### config.mk
export PLATFORM = sky130hd
export DESIGN_NAME = dwc_ctrl
export DESIGN_NICKNAME = d
export VERILOG_FILES = /design/src/hw/rtl/dwc_pkg.sv /design/src/hw/rtl/dwc_ctrl.sv
export SDC_FILE = /design/constraint.sdc
export NUM_CORES = 1
export LEC_CHECK = 0
export ABC_AREA = 1
export BUFFER_PORTS_ARGS = -buffer_cell sky130_fd_sc_hd__buf_2
export CELL_PAD_IN_SITES_DETAIL_PLACEMENT = 0
export CELL_PAD_IN_SITES_GLOBAL_PLACEMENT = 2
export CORE_ASPECT_RATIO = 0.6
export CORE_UTILIZATION = 20
export CTS_CLUSTER_DIAMETER = 80
export CTS_CLUSTER_SIZE = 40
export DETAILED_ROUTE_END_ITERATION = 10
export HOLD_SLACK_MARGIN = 0.1
export PLACE_DENSITY_LB_ADDON = 0.12
export SLEW_MARGIN = 10
export SYNTH_ARGS = -nofsm -noshare
export SYNTH_HDL_FRONTEND = slang
export SYNTH_SLANG_ARGS = --single-unit
### constraint.sdc
create_clock -name aclk -period 2.48 [get_ports aclk]
set_input_delay 0.248 -clock aclk [delete_from_list [all_inputs] [get_ports aclk]]
set_output_delay 0.248 -clock aclk [all_outputs]
set_load 0.03 [all_outputs]
### src/hw/rtl/dwc_pkg.sv
// types, constants and helper functions of the automaton word counter
// no dependencies
`default_nettype none
package dwc_pkg;
    localparam int NUM_STATES = 64;
    localparam int ALPHABET   = 26;
    localparam int ST_W       = $clog2(NUM_STATES);
    localparam int LT_W       = 5;
    localparam int LEN_W      = 16;
    localparam int CNT_W      = 30;
    localparam int TT_DEPTH   = NUM_STATES * ALPHABET;
    localparam int TT_AW      = $clog2(TT_DEPTH);
    localparam int VEC_AW     = ST_W + 1;
    localparam logic [ST_W-1:0]  SINK    = ST_W'(NUM_STATES - 1);
    localparam logic [CNT_W-1:0] MODULUS = CNT_W'(1000000007);

    typedef enum logic [1:0] {
        MODE_LINK  = 2'd0,
        MODE_TERM  = 2'd1,
        MODE_FEED  = 2'd2,
        MODE_QUERY = 2'd3
    } mode_t;

    typedef enum logic [3:0] {
        ST_CLEAR, ST_IDLE, ST_EXEC, ST_WALK_UPD, ST_PUT_ACC, ST_INIT, ST_ZERO,
        ST_ROW, ST_ROW_CHK, ST_EDGE, ST_NXT_RD, ST_NXT_WR, ST_FLIP, ST_SUM_RD,
        ST_SUM_ADD, ST_PUT_CNT
    } state_t;

    typedef struct packed {
        logic load_item;
        logic clr_step;
        logic link_wr;
        logic term_wr;
        logic walk_rd;
        logic walk_upd;
        logic vec_init;
        logic vec_zero;
        logic row_rd;
        logic row_chk;
        logic edge_rd;
        logic nxt_rd;
        logic nxt_wr;
        logic flip;
        logic sum_rd;
        logic sum_add;
        logic res_walk;
        logic res_count;
    } cmd_t;

    typedef struct packed {
        mode_t mode;
        logic  last;
        logic  clr_last;
        logic  j_last;
        logic  i_last;
        logic  a_last;
        logic  v_zero;
        logic  len_zero;
        logic  len_one;
        logic  out_busy;
    } status_t;

    function automatic logic [TT_AW-1:0] tt_addr(input logic [ST_W-1:0] s,
                                                 input logic [LT_W-1:0] l);
        logic [TT_AW-1:0] base;
        base = TT_AW'(s) * TT_AW'(ALPHABET);
        return base + TT_AW'(l);
    endfunction

    function automatic logic [CNT_W-1:0] mod_add(input logic [CNT_W-1:0] a,
                                                 input logic [CNT_W-1:0] b);
        logic [CNT_W:0] sum;
        sum = {1'b0, a} + {1'b0, b};
        if (sum >= {1'b0, MODULUS}) begin
            sum = sum - {1'b0, MODULUS};
        end
        return sum[CNT_W-1:0];
    endfunction
endpackage
`default_nettype wire

### src/hw/rtl/dwc_ctrl.sv
// controller state machine of the automaton word counter
// depends on dwc_pkg
`default_nettype none
module dwc_ctrl
    import dwc_pkg::*;
(
    input  wire logic    aclk,
    input  wire logic    aresetn,
    input  wire logic    s_valid,
    output logic         s_ready,
    input  wire status_t status,
    output cmd_t         cmd
);
    state_t state_reg, state_next;

    always_ff @(posedge aclk) begin
        if (!aresetn) begin
            state_reg <= ST_CLEAR;
        end else begin
            state_reg <= state_next;
        end
    end

    always_comb begin
        state_next = state_reg;
        case (state_reg)
            ST_CLEAR:    if (status.clr_last) state_next = ST_IDLE;
            ST_IDLE:     if (s_valid) state_next = ST_EXEC;
            ST_EXEC: begin
                case (status.mode)
                    MODE_FEED:  state_next = ST_WALK_UPD;
                    MODE_QUERY: state_next = ST_INIT;
                    default:    state_next = ST_IDLE;
                endcase
            end
            ST_WALK_UPD: state_next = status.last ? ST_PUT_ACC : ST_IDLE;
            ST_PUT_ACC:  if (!status.out_busy) state_next = ST_IDLE;
            ST_INIT: begin
                if (status.j_last) state_next = status.len_zero ? ST_SUM_RD : ST_ZERO;
            end
            ST_ZERO:     if (status.j_last) state_next = ST_ROW;
            ST_ROW:      state_next = ST_ROW_CHK;
            ST_ROW_CHK: begin
                if (!status.v_zero) state_next = ST_EDGE;
                else state_next = status.i_last ? ST_FLIP : ST_ROW;
            end
            ST_EDGE:     state_next = ST_NXT_RD;
            ST_NXT_RD:   state_next = ST_NXT_WR;
            ST_NXT_WR: begin
                if (!status.a_last) state_next = ST_EDGE;
                else state_next = status.i_last ? ST_FLIP : ST_ROW;
            end
            ST_FLIP:     state_next = status.len_one ? ST_SUM_RD : ST_ZERO;
            ST_SUM_RD:   state_next = ST_SUM_ADD;
            ST_SUM_ADD:  state_next = status.j_last ? ST_PUT_CNT : ST_SUM_RD;
            ST_PUT_CNT:  if (!status.out_busy) state_next = ST_IDLE;
            default:     state_next = ST_IDLE;
        endcase
    end

    always_comb begin
        cmd     = '0;
        s_ready = 1'b0;
        case (state_reg)
            ST_CLEAR:    cmd.clr_step = 1'b1;
            ST_IDLE: begin
                s_ready       = 1'b1;
                cmd.load_item = s_valid;
            end
            ST_EXEC: begin
                cmd.link_wr = (status.mode == MODE_LINK);
                cmd.term_wr = (status.mode == MODE_TERM);
                cmd.walk_rd = (status.mode == MODE_FEED);
            end
            ST_WALK_UPD: cmd.walk_upd  = 1'b1;
            ST_PUT_ACC:  cmd.res_walk  = !status.out_busy;
            ST_INIT:     cmd.vec_init  = 1'b1;
            ST_ZERO:     cmd.vec_zero  = 1'b1;
            ST_ROW:      cmd.row_rd    = 1'b1;
            ST_ROW_CHK:  cmd.row_chk   = 1'b1;
            ST_EDGE:     cmd.edge_rd   = 1'b1;
            ST_NXT_RD:   cmd.nxt_rd    = 1'b1;
            ST_NXT_WR:   cmd.nxt_wr    = 1'b1;
            ST_FLIP:     cmd.flip      = 1'b1;
            ST_SUM_RD:   cmd.sum_rd    = 1'b1;
            ST_SUM_ADD:  cmd.sum_add   = 1'b1;
            ST_PUT_CNT:  cmd.res_count = !status.out_busy;
            default:     cmd = '0;
        endcase
    end
endmodule
`default_nettype wire

==> flow_summary.ini, run 1 <==
[placed_design]
portBuffers = 32
hpwl_um = 1970
placed_cell_area_um2 = 856
place_congestion = 0.879

[drt]
drt_iter0_markers = 44
detail-route-antenna-nets = 0
drc = 0
first_pass_iters = 4
vias = 891
viasPerCell = 4.18
wirelength_um = 2280
post_drt_wl_per_cell_um = 10.7

[critical_path]
cp_max_fo = 8
critical_path.startpoint_type = flop
cp-end-kind = primary output
cp.required_ps = 2230
worstPathArrival_ps = 1540
critPathKind = reg2out

[die]
core_area_mm2 = 0.00298
dieHeight_um = 46.3
die_area_mm2 = 0.00351
io_pins = 33
rows = 15
start_util = 0.219
fp.dieW_um = 75.8

[synthesis]
ys_seq_area_frac = 0.122
synthesis.nets = 151
synth_area_um2 = 654
synth-seq-cells = 4
synth_warnings = 0
synth_top_area_cell = nand2_1
avgSynthCellArea_um2 = 4.78
synth_top_area_share = 0.281
ys_top_cells_by_area = nand2_1 28%, nor2_1 15%, inv_1 13%
syn_inst = 137
synth_cell_type_count = 17

[hold_path]
hold_path_class = in2reg

[grt]
antenna_found_initial = 0
grt_max_degree = 9
grtUsageTotal = 0.143
grt_pass1_wl_um = 3600
grt_pass1_vias = 772
overflow = 0

[final_layout]
fin_area_um2 = 897
fillers = 375
syn_to_final_growth_pct = 37.1
drive_gt1_frac = 0.281
diodes = 0
largest_reg_flops = 4
register_area_um2 = 80.1
nets = 187
multiInputGateArea_um2 = 473

[clock_network]
htree_levels = 1
clock_path_buffers = 2
cts_buffers = 3
clkSlewWorstSetupHoldPaths_ps = 30
post_cts_buffers = 0
ctsResizeCount = 0
ctsRootBufferMaster = clkbuf_8
clk_latency_ps = 220
cts_tree = yes
holdBufCountCts = 0
cts_num_sinks = 4

[sta]
finalSetupViolCount = 0
tightest_slew_ps = 523
slew-limit-headroom = 0.650
rsz0062_at_grt = no
finalSetupTns_ps = 0
period_share = 0.721
skew_ps = 1.45
fmax_ghz = 0.559
hold_viol = 0
timing_max_transition_violations_final = 0
fin_crit_ps = 1790
fin_hold_ws_ps = 280

[power]
p_leak_nw = 0.609
p_total_mw = 0.649
peakVddDrop_mv = 0.280
cellPowerDensity_mw_per_mm2 = 723

[run]
cap_violations = 0

[outcome]
status = completed
per-stage QoR:
stage | utilization | std cells | setup WS, ps
after floorplan | - | 137 | 828
after global placement | 0.287 | 210 | 864
after detailed placement | 0.287 | 210 | 932
after CTS | 0.301 | 213 | 700
after global routing | 0.301 | 213 | 561
final | 0.301 | 213 | 693
cells by family (layout without fill, tap and decap cells):
logic type / after synthesis / count (layout) / share of synthesized area
simple gates: 101 / 101 / 0.669
buf+inv: 25 / 59 / 0.155
compound gates: 7 / 7 / 0.0535
flops: 4 / 4 / 0.122
worst paths after layout:
kind | startpoint | end | slack, ps | cells past startpoint
max | state_reg[3]$_SDFFE_PN0P_ | cmd[6] | 690 | 5
max reg2reg | state_reg[0]$_SDFFE_PN0P_ | state_reg[3]$_SDFFE_PN0P_ | 930 | 9
min reg2reg | state_reg[1]$_SDFFE_PN0P_ | state_reg[1]$_SDFFE_PN0P_ | 550 | 2
min | aresetn | state_reg[0]$_SDFFE_PN0P_ | 280 | 3
power by group:
| group | total (mW) | switching, mW | internal [mW] |
|---|---|---|---|
| registers | 0.111 | 0.0292 | 0.0815 |
| clock network | 0.135 | 0.0317 | 0.103 |
| logic | 0.403 | 0.292 | 0.112 |
| total | 0.649 | 0.352 | 0.296 |
cell usage in the layout, fill, tap and decap left out:
cell / Yosys / layout
nor2_1: 26 / 26
nor3_1: 3 / 3
nand4_1: 1 / 1
nand2_1: 49 / 49
inv_1: 22 / 22
nor2_2: 4 / 4
nand2_2: 5 / 5
clkbuf_8: 0 / 3
buf_2: 0 / 32
o21ai_0: 2 / 2
nor2_4: 1 / 1
nand3_1: 10 / 10
nand3_2: 1 / 1
inv_2: 2 / 2
nand3b_1: 1 / 1
o21ai_1: 1 / 1
a21oi_1: 4 / 4
dfxtp_1: 4 / 4
Yosys cell counts:
cell type and count:
nand2_1 49, nand4_1 1, nor3_1 3, o21ai_1 1
nand3_1 10, nor2_4 1, nand3_2 1, inv_1 22
buf_6 1, o21ai_0 2, dfxtp_1 4, nand2_2 5
inv_2 2, nor2_1 26, nor2_2 4, a21oi_1 4
nand3b_1 1
critical path, cell delays in order, from the launching register on:
cell     delay [ps]
dfxtp_1         510
inv_1            90
nor2_1          300
nand2_1         160
inv_1            70
buf_2           190
layer usage:
metal | global-route usage | part of all wire | vias to the layer above
li1 | - | - | 484
met1 | 0.234 | 0.59 | 379
met2 | 0.184 | 0.35 | 28
met3 | 0.0372 | 0.062 | 0
met4 | 0.0111 | 0 | 0
met5 | 0 | 0 | -
final cells by class:
| cell class | instances | area share |
|---|---|---|
| sequential | 4 | 0.0893 |
| timing repair buffer | 32 | 0.179 |
| tap | 42 | 0.0586 |
| clock buffer | 3 | 0.0460 |
| inverter | 24 | 0.100 |
| multi-input combinational | 108 | 0.527 |
Note: power is estimated with default switching activity, not from simulation.
==> inputs of run 2 (changes only) <==
--- a/config.mk
+++ b/config.mk
@@ -10,7 +10,7 @@
 export CELL_PAD_IN_SITES_DETAIL_PLACEMENT = 0
 export CELL_PAD_IN_SITES_GLOBAL_PLACEMENT = 2
 export CORE_ASPECT_RATIO = 0.6
-export CORE_UTILIZATION = 20
+export CORE_UTILIZATION = 17
 export CTS_CLUSTER_DIAMETER = 80
 export CTS_CLUSTER_SIZE = 40
 export DETAILED_ROUTE_END_ITERATION = 10
==> constraint.sdc (replaced) <==
create_clock -name aclk -period 1.5 [get_ports aclk]
set_input_delay 0.15 -clock aclk [delete_from_list [all_inputs] [get_ports aclk]]
set_output_delay 0.15 -clock aclk [all_outputs]
set_load 0.03 [all_outputs]
==> flow_summary.ini, run 2 (same netlist as run 1, synthesis figures left out) <==
[placed_design]
placed_cell_area_um2 = 912
place_congestion = 0.798
place_inst = 221
hpwl_um = 2170
portBuffers = 32

[drt]
post_drt_wl_per_cell_um = 11.0
drc = 0
vias = 944
wirelength_um = 2500
first_pass_iters = 4
detail-route-antenna-nets = 0
drt_iter0_markers = 44
viasPerCell = 4.18

[final_layout]
finalNonFillerCells = 226
final_common_cell = nand2_1
nets = 195
largest_reg_flops = 4
fin_area_mm2 = 0.00101
syn_to_final_growth_pct = 54.1
layout_common_cells = 47 x nand2_1, 28 x buf_2, 26 x nor2_1
diodes = 0
drive_gt1_frac = 0.352

[sta]
fin_crit_ps = 1420
hold_viol = 0
tightest_slew_ps = 233
timing_max_transition_violations_final = 0
rsz0062_at_grt = no
slew-limit-headroom = 0.844
fmax_ghz = 0.705
period_share = 0.945
finalSetupViolCount = 0
skew_ps = 2.17
finalSetupTns_ps = 0

[power]
cellPowerDensity_mw_per_mm2 = 1170
p_leak_nw = 0.657
p_total_mw = 1.18
peakVddDrop_mv = 0.412

[clock_network]
cts_buffers = 3
ctsRootBufferMaster = clkbuf_8
cts_num_sinks = 4
clk_latency_ps = 210
cts_tree = yes
clkSlewWorstSetupHoldPaths_ps = 30
clock_path_buffers = 2
htree_levels = 1

[die]
rows = 17
core_area_mm2 = 0.00368
die_area_mm2 = 0.00411
fp.dieW_um = 82.1
start_util = 0.178
dieHeight_um = 50.1
io_pins = 33

[hold_path]
hold_path_class = in2reg
worstHoldPathCells = 3

[critical_path]
critical_path.startpoint_type = flop
worstPathArrival_ps = 1270
r2r_slack_ps = 130
ff2ff_path_depth = 10
cp-end-kind = primary output
cp_max_fo = 7
critPathKind = reg2out
cp.required_ps = 1350

[grt]
overflow = 0
grt_pass1_vias = 833
grt_pass1_wl_um = 3940
grt_max_degree = 8
grtUsageTotal = 0.128
antenna_found_initial = 0

[run]
cap_violations = 0

[outcome]
status = completed
## run 2: cell count changes in the layout (fill, tap and decap cells not counted), sizes merged
cell and delta:
clkbuf +1, buf +7
## run 2: repair_timing
item / in CTS / in global routing
pin swaps: 0 / 1
gates resized for setup: 7 / 10
hold buffers: 0 / 0
setup endpoints to repair: 11 / 14
buffers inserted: 0 / 2
## run 2: through the flow
step            util  worst slack (ps)  hold WS (ps)
3_3_place_gp   0.248              3.77           411
4_1_cts        0.265              6.52           189
3_5_place_dp   0.248              42.7           422
2_1_floorplan      -              28.9           289
6_report       0.274              82.3           194
5_1_grt        0.274              11.4           211
## run 2: cell type report
type	instances	area (µm²)
Multi-Input combinational cell	108	498
Fill cell	445	2670
Tap cell	47	58.8
Clock buffer	3	41.3
Timing Repair Buffer	40	230
Inverter	24	90.1
Sequential cell	4	90.1
## run 2: path summary, 6_finish.rpt
path | to | startpoint
worst max-delay path | cmd[4] | state_reg[3]$_SDFFE_PN0P_
worst max register to register | state_reg[3]$_SDFFE_PN0P_ | state_reg[1]$_SDFFE_PN0P_
worst min-delay path | state_reg[0]$_SDFFE_PN0P_ | aresetn
worst min register to register | state_reg[1]$_SDFFE_PN0P_ | state_reg[1]$_SDFFE_PN0P_
## run 2: power by group
part,total (mW),internal (mW),switching (mW)
logic,0.774,0.259,0.515
registers,0.188,0.139,0.0486
clock network,0.222,0.171,0.0518
total,1.18,0.569,0.615
## run 2: layer usage
metal	up-vias	GRT usage	share of wire
li1	498	-	-
met1	417	0.207	0.56
met2	29	0.176	0.37
met3	0	0.0259	0.071
met4	0	0	0
met5	-	0	0
## run 2: worst max-delay path, stage by stage, from the launching register on
cell and delay [ps]:
dfxtp_4 390, nand2_1 130, inv_2 120, nand2_1 70
inv_1 70, buf_4 90, buf_2 180
==> inputs of run 3 (changes only) <==
--- a/config.mk
+++ b/config.mk
@@ -15,7 +15,7 @@
 export CTS_CLUSTER_SIZE = 40
 export DETAILED_ROUTE_END_ITERATION = 10
 export HOLD_SLACK_MARGIN = 0.1
-export PLACE_DENSITY_LB_ADDON = 0.12
+export PLACE_DENSITY_LB_ADDON = 0.1
 export SLEW_MARGIN = 10
 export SYNTH_ARGS = -nofsm -noshare
 export SYNTH_HDL_FRONTEND = slang
==> flow_summary.ini, run 3 (same netlist as run 1, synthesis figures left out) <==
[clock_network]
clk_latency_ps = 220
cts_num_sinks = 4
htree_levels = 1
ctsRootBufferMaster = clkbuf_8
post_cts_buffers = 0
cts_buffers = 3
cts_tree = yes
clock_path_buffers = 2
ctsResizeCount = 7
holdBufCountCts = 0
clkSlewWorstSetupHoldPaths_ps = 30

[placed_design]
portBuffers = 32
pre_cts_ws_ps = -23.4
place_congestion = 0.803
place_inst = 220
hpwl_um = 2200

[drt]
first_pass_iters = 4
drc = 0
viasPerCell = 4.20
post_drt_wl_per_cell_um = 11.4
detail-route-antenna-nets = 0
wirelength_um = 2540
drt_iter0_markers = 45
vias = 937

[critical_path]
cp_max_fo = 5
regToRegStartpoint = state_reg[1]$_SDFFE_PN0P_
critical_path.startpoint_type = flop
critPathKind = reg2out
ff2ff_path_depth = 10
worstPathCellList = inv_1 -> nor2_4 -> nand2_1 -> nor2_1 -> clkbuf_4
cp-end-kind = primary output
cp.required_ps = 1350
cp_slowest_cell = dfxtp_2
rr_endpoint = state_reg[3]$_SDFFE_PN0P_
r2r_slack_ps = 120
max_stage_delay_ps = 350
worstPathArrival_ps = 1290

[sta]
timing_max_transition_violations_final = 0
hold_viol = 0
tightest_slew_ps = 211
skew_ps = 3.05
layout_setup_ws_ps = 61.8
fin_crit_ps = 1440
period_share = 0.959
fin_hold_ws_ps = 179
slew-limit-headroom = 0.859
fmax_ghz = 0.695
finalSetupViolCount = 0

[final_layout]
largest_reg_flops = 4
layout_common_cells = 48 x nand2_1, 27 x buf_2, 26 x nor2_1
syn_to_final_growth_pct = 51.4
finalNonFillerCells = 223
diodes = 0
fillers = 438
final_common_cell = nand2_1
final_util = 0.269
nets = 192
drive_gt1_frac = 0.341

[die]
core_area_mm2 = 0.00368
rows = 17
fp.dieW_um = 82.1
dieHeight_um = 50.1
start_util = 0.178
io_pins = 33
die_area_mm2 = 0.00411

[run]
cap_violations = 0

[grt]
grt_pass1_vias = 868
overflow = 0
grtUsageTotal = 0.132
grt_max_degree = 9
antenna_found_initial = 0
grt_pass1_wl_um = 3990

[power]
internal-power_mw = 0.546
sequentialPowerShare = 0.162
p_leak_nw = 0.639
switching_share = 0.532
peakVddDrop_mv = 0.360
clockPowerShare = 0.195
p_comb_frac = 0.643
p_switching_mw = 0.620
cellPowerDensity_mw_per_mm2 = 1180

[outcome]
status = completed

[hold_path]
hold_end = state_reg[0]$_SDFFE_PN0P_
hold_path_class = in2reg
hold_path_startpoint = aresetn
worstHoldPathCells = 3
-- run 3: per-stage QoR --
stage	area [µm²]	power [mW]	TNS, ps
after floorplan	659	0.658	0
after global placement	905	0.914	-253
after detailed placement	905	0.903	-65.1
after CTS	963	1.17	0
after global routing	991	1.27	-7.23
final	991	1.17	0
-- run 3: routing by layer --
| metal | part of all wire | global-route usage |
|---|---|---|
| met1 | 0.55 | 0.211 |
| met2 | 0.38 | 0.161 |
| met4 | 0 | 0.0234 |
| met3 | 0.076 | 0.0426 |
| met5 | 0 | 0 |
-- run 3: final cells by class --
| cell class | count | area [µm²] | share of cell area |
|---|---|---|---|
| multi-input cells | 108 | 500 | 0.505 |
| clock buffers | 3 | 41.3 | 0.0417 |
| repair buffers | 37 | 210 | 0.212 |
| well taps | 47 | 58.8 | 0.0593 |
| flip-flops and latches | 4 | 90.1 | 0.0909 |
| inverters | 24 | 90.1 | 0.0909 |
-- run 3: power by group through the flow --
stage          registers (mW)  clock network [mW]  logic, mW
6_report                0.189               0.228      0.749
5_1_grt                 0.195               0.242      0.832
4_1_cts                 0.190               0.233      0.745
3_5_place_dp            0.181                   0      0.723
3_3_place_gp            0.178                   0      0.736
2_1_floorplan           0.173                   0      0.485
-- run 3: how the worst max path moves through the flow --
| stage | startpoint | to | slack, ps | depth (start not counted) |
|---|---|---|---|---|
| final | state_reg[1]$_SDFFE_PN0P_ | cmd[14] | 60 | 5 |
| after global routing | state_reg[1]$_SDFFE_PN0P_ | cmd[14] | -7 | 5 |
| after CTS | state_reg[3]$_SDFFE_PN0P_ | cmd[15] | 7 | 4 |
| after detailed placement | state_reg[3]$_SDFFE_PN0P_ | state_reg[0]$_SDFFE_PN0P_ | -20 | 9 |
| after global placement | state_reg[3]$_SDFFE_PN0P_ | state_reg[0]$_SDFFE_PN0P_ | -80 | 9 |
| after floorplan | state_reg[2]$_SDFFE_PN0P_ | state_reg[3]$_SDFFE_PN0P_ | 30 | 8 |
-- run 3: critical path: cells and delay by family (launching register included) --
family	cells	cell delay (ps)
and+or+nand+nor	3	430
DFF	1	350
buffers and inverters	2	290
